$ cat src/hw/rtl/vector_distance_similarity_core_macros.svh
// Assertion macros for the vector distance and similarity core.
`ifndef VECTOR_DISTANCE_SIMILARITY_CORE_MACROS_SVH
`define VECTOR_DISTANCE_SIMILARITY_CORE_MACROS_SVH

// Same-cycle implication, disabled while reset is asserted.
`define VDS_ASSERT_IMP(lbl, clk_s, rstn_s, ante, cons) \
  lbl: assert property (@(posedge clk_s) disable iff (!rstn_s) (ante) |-> (cons)) \
    else $error("vds: same-cycle assertion failed");

// Next-cycle implication, disabled while reset is asserted.
`define VDS_ASSERT_NXT(lbl, clk_s, rstn_s, ante, cons) \
  lbl: assert property (@(posedge clk_s) disable iff (!rstn_s) (ante) |=> (cons)) \
    else $error("vds: next-cycle assertion failed");

`endif

$ cat src/hw/rtl/vds_pkg.sv
// Package with constants, types and helper functions of the vector distance core.
`timescale 1ns / 1ps

package vds_pkg;

  localparam int ELEM_WIDTH = 16;
  localparam int ACC_WIDTH  = 48;
  localparam int VALUE_W    = 48;
  localparam int MODE_W     = 2;
  localparam int MAG_W      = ELEM_WIDTH + 1;
  localparam int PROD_W     = 2 * MAG_W;
  localparam int SUM_W      = ((ACC_WIDTH > PROD_W) ? ACC_WIDTH : PROD_W) + 2;
  localparam int HALF_W     = ACC_WIDTH / 2;
  localparam int PAIR_W     = 2 * ACC_WIDTH;
  localparam int COS_QW     = 15;
  localparam int BIT_W      = $clog2(COS_QW);
  localparam int SH_W       = $clog2(2 * COS_QW);
  localparam int BIG_W      = PAIR_W + 2 * COS_QW + 1;
  localparam int IDX_W      = 3;

  localparam logic [IDX_W-1:0] IDX_LAST = '1;

  localparam logic signed [ACC_WIDTH-1:0] ACC_MAX = {1'b0, {(ACC_WIDTH - 1){1'b1}}};
  localparam logic signed [ACC_WIDTH-1:0] ACC_MIN = {1'b1, {(ACC_WIDTH - 1){1'b0}}};

  typedef enum logic [MODE_W-1:0] {
    MODE_L2H = 2'd0,
    MODE_L1  = 2'd1,
    MODE_DOT = 2'd2,
    MODE_COS = 2'd3
  } vds_mode_t;

  typedef enum logic [1:0] {
    ST_ACC   = 2'd0,
    ST_DRAIN = 2'd1,
    ST_FIN   = 2'd2,
    ST_COS   = 2'd3
  } vds_state_t;

  typedef enum logic [2:0] {
    CS_IDLE  = 3'd0,
    CS_MUL   = 3'd1,
    CS_DRAIN = 3'd2,
    CS_CAND  = 3'd3,
    CS_CMP   = 3'd4
  } vds_cos_state_t;

  typedef struct packed {
    logic accept;
    logic clear;
    logic cos_start;
    logic load_direct;
    logic load_cos;
  } vds_cmd_t;

  typedef struct packed {
    logic mode_cos;
    logic cos_busy;
  } vds_sts_t;

  typedef struct packed {
    logic                        sat;
    logic signed [ACC_WIDTH-1:0] val;
  } vds_sat_t;

  // Adds a sign-magnitude term to a signed accumulator, clamping at the range limits.
  function automatic vds_sat_t sat_add(logic signed [ACC_WIDTH-1:0] acc, logic neg,
                                       logic [PROD_W-1:0] mag);
    logic signed [SUM_W-1:0] a_ext;
    logic signed [SUM_W-1:0] t_ext;
    logic signed [SUM_W-1:0] s;
    vds_sat_t                r;
    a_ext = SUM_W'(acc);
    t_ext = SUM_W'($signed({1'b0, mag}));
    s     = neg ? (a_ext - t_ext) : (a_ext + t_ext);
    if (s > SUM_W'(ACC_MAX)) begin
      r.sat = 1'b1;
      r.val = ACC_MAX;
    end else if (s < SUM_W'(ACC_MIN)) begin
      r.sat = 1'b1;
      r.val = ACC_MIN;
    end else begin
      r.sat = 1'b0;
      r.val = s[ACC_WIDTH-1:0];
    end
    return r;
  endfunction

endpackage

$ cat src/hw/rtl/vds_ctrl.sv
// Controller state machine: input acceptance, finishing sequence and output valid.
`timescale 1ns / 1ps

module vds_ctrl (
  input  logic              clk,
  input  logic              rst_n,
  input  logic              in_valid,
  input  logic              in_last_elem,
  output logic              in_stall,
  output logic              out_valid,
  input  logic              out_stall,
  input  vds_pkg::vds_sts_t sts,
  output vds_pkg::vds_cmd_t cmd
);

  vds_pkg::vds_state_t st_r, st_nxt;
  logic                out_valid_r, out_valid_nxt;
  logic                out_free;

  assign out_free  = !out_valid_r || !out_stall;
  assign out_valid = out_valid_r;

  always_ff @(posedge clk) begin
    if (!rst_n) begin
      st_r        <= vds_pkg::ST_ACC;
      out_valid_r <= 1'b0;
    end else begin
      st_r        <= st_nxt;
      out_valid_r <= out_valid_nxt;
    end
  end

  always_comb begin
    st_nxt   = st_r;
    cmd      = '0;
    in_stall = 1'b1;
    case (st_r)
      vds_pkg::ST_ACC: begin
        in_stall   = 1'b0;
        cmd.accept = in_valid;
        if (in_valid && in_last_elem) st_nxt = vds_pkg::ST_DRAIN;
      end
      vds_pkg::ST_DRAIN: st_nxt = vds_pkg::ST_FIN;
      vds_pkg::ST_FIN: begin
        if (sts.mode_cos) begin
          cmd.cos_start = 1'b1;
          cmd.clear     = 1'b1;
          st_nxt        = vds_pkg::ST_COS;
        end else if (out_free) begin
          cmd.load_direct = 1'b1;
          cmd.clear       = 1'b1;
          st_nxt          = vds_pkg::ST_ACC;
        end
      end
      vds_pkg::ST_COS: begin
        if (!sts.cos_busy && out_free) begin
          cmd.load_cos = 1'b1;
          st_nxt       = vds_pkg::ST_ACC;
        end
      end
      default: st_nxt = vds_pkg::ST_ACC;
    endcase
    if (cmd.load_direct || cmd.load_cos) begin
      out_valid_nxt = 1'b1;
    end else begin
      out_valid_nxt = out_valid_r && out_stall;
    end
  end

endmodule
$ cat config.mk
export PLATFORM = sky130hd
export DESIGN_NAME = vds_ctrl
export DESIGN_NICKNAME = d
export VERILOG_FILES = /design/src/hw/rtl/vector_distance_similarity_core_macros.svh /design/src/hw/rtl/vds_pkg.sv /design/src/hw/rtl/vds_ctrl.sv
export SDC_FILE = /design/constraint.sdc
export NUM_CORES = 1
export LEC_CHECK = 0
export BUFFER_PORTS_ARGS = -buffer_cell sky130_fd_sc_hd__buf_4
export CAP_MARGIN = 20
export CELL_PAD_IN_SITES_DETAIL_PLACEMENT = 1
export CELL_PAD_IN_SITES_GLOBAL_PLACEMENT = 2
export CORE_AREA = 4 4 41 43
export CTS_BUF_LIST = sky130_fd_sc_hd__clkbuf_2 sky130_fd_sc_hd__clkbuf_4 sky130_fd_sc_hd__clkbuf_8
export CTS_CLUSTER_SIZE = 12
export DETAILED_ROUTE_END_ITERATION = 6
export DIE_AREA = 0 0 45 47
export PLACE_DENSITY_LB_ADDON = 0.12
export RECOVER_POWER = 100
export SLEW_MARGIN = 20
export SYNTH_ARGS = -nofsm -noshare
export SYNTH_HDL_FRONTEND = slang
export SYNTH_SLANG_ARGS = --single-unit
$ cat constraint.sdc
create_clock -name clk -period 1.2 [get_ports clk]
set_clock_uncertainty 0.05 [all_clocks]
set_input_delay 0.36 -clock clk [delete_from_list [all_inputs] [get_ports clk]]
set_output_delay 0.36 -clock clk [all_outputs]
set_load 0.03 [all_outputs]
==> reports/summary.json <==
{
  "multi_input_area": {"value": 165.2, "unit": "um2"},
  "ant_nets": {"value": 0},
  "slew-limit-headroom": {"value": 83.41, "unit": "%"},
  "post-route-cell-area": {"value": 469.2, "unit": "um2"},
  "mappedNetlistArea": {"value": 190.2, "unit": "um2"},
  "timing.critical_path.to_type": {"value": "primary output"},
  "power.switching": {"value": 102.2, "unit": "uW"},
  "gr-usage-met2": {"value": 9.887, "unit": "%"},
  "post_synth_main_area_contributors": {"value": "sky130_fd_sc_hd__dfxtp_1 (32%), sky130_fd_sc_hd__a211oi_2 (6.6%), sky130_fd_sc_hd__and3_4 (5.9%)"},
  "drt-pass1-iter-count": {"value": 1},
  "maxCapViolCount": {"value": 0},
  "fmaxAchievable": {"value": 667.0, "unit": "MHz"},
  "vias_in_the_first_global_route": {"value": 260},
  "postSynth.asyncResetShare": {"value": 0, "unit": "%"},
  "drt_iter0_markers": {"value": 0},
  "finalSetupViolations": {"value": 7},
  "timing.critical_path.fanout_max": {"value": 5},
  "global_route.peak_usage_layer": {"value": "met2"},
  "cts_tree": {"value": "done"},
  "final.setup.worst_slack": {"value": -0.2992, "unit": "ns"},
  "netSwitchingFraction": {"value": 25.23, "unit": "%"},
  "hold_viol_final": {"value": 0},
  "violations": {"value": "negative setup slack"},
  "ant_cells": {"value": 0},
  "routed_wire_length_per_instance": {"value": 11.54, "unit": "um"},
  "setup.reg_to_reg.worst_slack": {"value": 0, "unit": "ns"},
  "cpMaxStageDelayCell": {"value": "sky130_fd_sc_hd__dfxtp_4"},
  "holdPathStages": {"value": 2},
  "critical_path.reg2reg.startpoint": {"value": "st_r[0]$_SDFFE_PN0P_"},
  "worst_hold_path.endpoint": {"value": "st_r[0]$_SDFFE_PN0P_"},
  "globalRoute.totalOverflow": {"value": 0},
  "critical-path-max-stage-delay": {"value": 0.38, "unit": "ns"},
  "area_growth": {"value": 146.7, "unit": "%"},
  "cts_htree_levels": {"value": 1},
  "fraction_of_power_consumed_by_combinational_cells": {"value": 25.2, "unit": "%"},
  "dieWidth": {"value": 45, "unit": "um"},
  "cp_cell_sequence": {"value": "nor2b_4, and3_4, buf_6"},
  "power.share.sequential": {"value": 26.1, "unit": "%"},
  "detail_route.drc_violations": {"value": 0},
  "yosysSeqAreaShare": {"value": 31.58, "unit": "%"},
  "area.sequential": {"value": 71.32, "unit": "um2"},
  "cts.root.buffer_cell": {"value": "sky130_fd_sc_hd__clkbuf_4"},
  "utilization": {"value": 36.06, "unit": "%"},
  "hpwlAfterDp": {"value": 531.2, "unit": "um"},
  "synth.ff_latch_count": {"value": 3},
  "gr-usage-met3": {"value": 4.981, "unit": "%"},
  "design.core.area": {"value": 1301, "unit": "um2"},
  "ioPinCount": {"value": 14},
  "synthesized_net_count": {"value": 28},
  "final_max_slew_viol_count": {"value": 0},
  "dieArea": {"value": 2115, "unit": "um2"},
  "vias_per_cell": {"value": 4.148},
  "layout-drive-gt1-share": {"value": 78.26, "unit": "%"},
  "timing_worst_slew_pin_value": {"value": 0.2479, "unit": "ns"},
  "clock_sinks": {"value": 3},
  "worst-r2r-cell-count": {"value": 5},
  "clkLatencyLatePin": {"value": 0.23, "unit": "ns"},
  "count_of_flip_flops_with_a_built_in_enable_after_synthesis": {"value": 0},
  "power_density": {"value": 863.3, "unit": "nW/um2"},
  "run_status": {"value": "finished, violations left"},
  "criticalPathCategory": {"value": "reg2out"},
  "cts_hold_buf": {"value": 0},
  "met1_usage": {"value": 9.276, "unit": "%"},
  "globalplace.congestion": {"value": 0.8015},
  "initial_antenna_violation_count": {"value": 0},
  "worst_hold_path_type": {"value": "in2reg"},
  "synth_commonest_cells": {"value": "sky130_fd_sc_hd__dfxtp_1 (3), sky130_fd_sc_hd__nand2_1 (3), sky130_fd_sc_hd__nor2_1 (2)"},
  "netlist-cell-type-count": {"value": 16},
  "initial_utilization": {"value": 14.62, "unit": "%"},
  "synthesis.yosys.warnings": {"value": 0},
  "dp_cells": {"value": 55},
  "min-delay-start": {"value": "in_last_elem"},
  "floorplan.die.height": {"value": 47, "unit": "um"},
  "cp_data_arrival_time": {"value": 1.09, "unit": "ns"},
  "leakagePower": {"value": 0.2165, "unit": "nW"},
  "drt_wl_total": {"value": 704, "unit": "um"},
  "vias": {"value": 253},
  "final_cell_count_no_fill": {"value": 61},
  "placementRows": {"value": 13},
  "global_route_wire_length_before_repair": {"value": 1076, "unit": "um"},
  "final.period_utilization": {"value": 124.9, "unit": "%"},
  "num_cts_buffers": {"value": 3},
  "preCtsSetupSlack": {"value": -0.1658, "unit": "ns"},
  "synthesis.instances": {"value": 21},
  "avg_synthesized_cell_area": {"value": 9.056, "unit": "um2"},
  "share_clk_of_total_power": {"value": 48.6, "unit": "%"},
  "nFillCells": {"value": 164},
  "grt_util_all_layers": {"value": 7.256, "unit": "%"},
  "post-synth-top-area-fraction": {"value": 31.58, "unit": "%"},
  "pin_count_of_the_biggest_net_entering_global_routing": {"value": 7},
  "clk_pin_slew": {"value": 0.04, "unit": "ns"},
  "intPower": {"value": 302.8, "unit": "uW"},
  "dpl-instance-area": {"value": 391.6, "unit": "um2"},
  "cts.path.max_buffers": {"value": 2},
  "num-nets-final": {"value": 54},
  "rr_endpoint": {"value": "st_r[0]$_SDFFE_PN0P_"},
  "critical_path.startpoint_type": {"value": "flop"},
  "worstPathRequired": {"value": 0.79, "unit": "ns"},
  "synth.largest_area_cell": {"value": "sky130_fd_sc_hd__dfxtp_1"},
  "synthFlopType": {"value": "sky130_fd_sc_hd__dfxtp_1"},
  "max_vdd_drop": {"value": 0.0004653, "unit": "V"},
  "buffer_ports.inserted": {"value": 13},
  "time_the_final_worst_path_needs_with_i_o_delays_and_setup": {"value": 1.499, "unit": "ns"},
  "fin_total_pwr": {"value": 405.0, "unit": "uW"},
  "grt_setup_unrepaired": {"value": "true"}
}
power by group through the flow:
stage / sequential (mW) / clock (mW) / combinational (mW)
finish: 0.106 / 0.197 / 0.102
global route: 0.106 / 0.208 / 0.110
CTS: 0.107 / 0.206 / 0.0989
detailed placement: 0.109 / 0 / 0.0933
global placement: 0.110 / 0 / 0.0919
floorplan: 0.110 / 0 / 0.0424
per-stage QoR:
stage / setup TNS [ns] / hold slack [ns]
global route: -1.838 / 0.3090
finish: -1.597 / 0.3009
detailed placement: -0.5787 / 0.4798
global placement: -0.5614 / 0.4697
CTS: -1.702 / 0.2937
floorplan: -0.2289 / 0.4396
routing by layer:
layer,wire (um),vias up
li1,-,126
met1,308,112
met2,316,15
met3,79,0
met4,0,0
met5,0,-
repair_timing:
item	in CTS	in global routing
pin swaps	2	2
setup buffers	0	2
gates resized for setup	6	4
cloned	0	0
setup endpoints to repair	6	6
worst max-delay path by stage:
stage          cells after the start            startpoint  slack [ns]  endpoint
5_1_grt                            2  st_r[1]$_SDFFE_PN0P_       -0.33    cmd[1]
3_5_place_dp                       5             out_stall       -0.17    cmd[3]
6_report                           3  st_r[0]$_SDFFE_PN0P_       -0.30    cmd[0]
3_3_place_gp                       5             out_stall       -0.16    cmd[3]
2_1_floorplan                      2  out_valid$_SDFF_PN0_       -0.08    cmd[1]
4_1_cts                            3  st_r[0]$_SDFFE_PN0P_       -0.30    cmd[0]
state kept, by name (all words and copies together) (netlist names):
signal	flops
st_r	2
out_valid	1
layout by cell type, fill, tap and decap left out:
cell | netlist | routed
sky130_fd_sc_hd__a21boi_0 | 0 | 1
sky130_fd_sc_hd__nand2_1 | 3 | 2
sky130_fd_sc_hd__nand2_4 | 0 | 1
sky130_fd_sc_hd__a31o_1 | 1 | 1
sky130_fd_sc_hd__and3b_1 | 1 | 1
sky130_fd_sc_hd__o21ai_1 | 1 | 1
sky130_fd_sc_hd__a211oi_1 | 1 | 1
sky130_fd_sc_hd__buf_6 | 0 | 6
sky130_fd_sc_hd__nor2b_4 | 0 | 1
sky130_fd_sc_hd__clkbuf_4 | 0 | 5
sky130_fd_sc_hd__nor3b_4 | 0 | 1
sky130_fd_sc_hd__or2_4 | 1 | 1
sky130_fd_sc_hd__nor2_4 | 1 | 1
sky130_fd_sc_hd__nor2_1 | 2 | 2
sky130_fd_sc_hd__a211oi_2 | 1 | 1
sky130_fd_sc_hd__buf_4 | 0 | 14
sky130_fd_sc_hd__dfxtp_4 | 0 | 3
sky130_fd_sc_hd__inv_1 | 1 | 1
sky130_fd_sc_hd__nor4bb_4 | 0 | 1
sky130_fd_sc_hd__and3_4 | 1 | 1
cells by family (layout without fill, tap and decap cells):
group	after synthesis	after routing	share of synthesized area [%]
buffers and inverters	1	26	1.972
AO/OA/AOI/OAI	5	5	21.71
flip-flops	3	3	31.58
AND/OR/NAND/NOR	12	12	44.74
worst max-delay path: cells and delay by family, from the launching register on:
kind	cells	cell delay, ns
AND/OR/NAND/NOR	2	0.35
buffers and inverters	1	0.13
flip-flops	1	0.38
final cells by class:
cell class              count  share of cell area (%)
clock buffers               4                   6.400
inverters                   1                  0.8000
multi-input cells          17                   35.20
flip-flops and latches      3                   15.20
well taps                  15                   4.000
repair buffers             21                   38.40
Note: power is estimated with default switching activity, not from simulation.
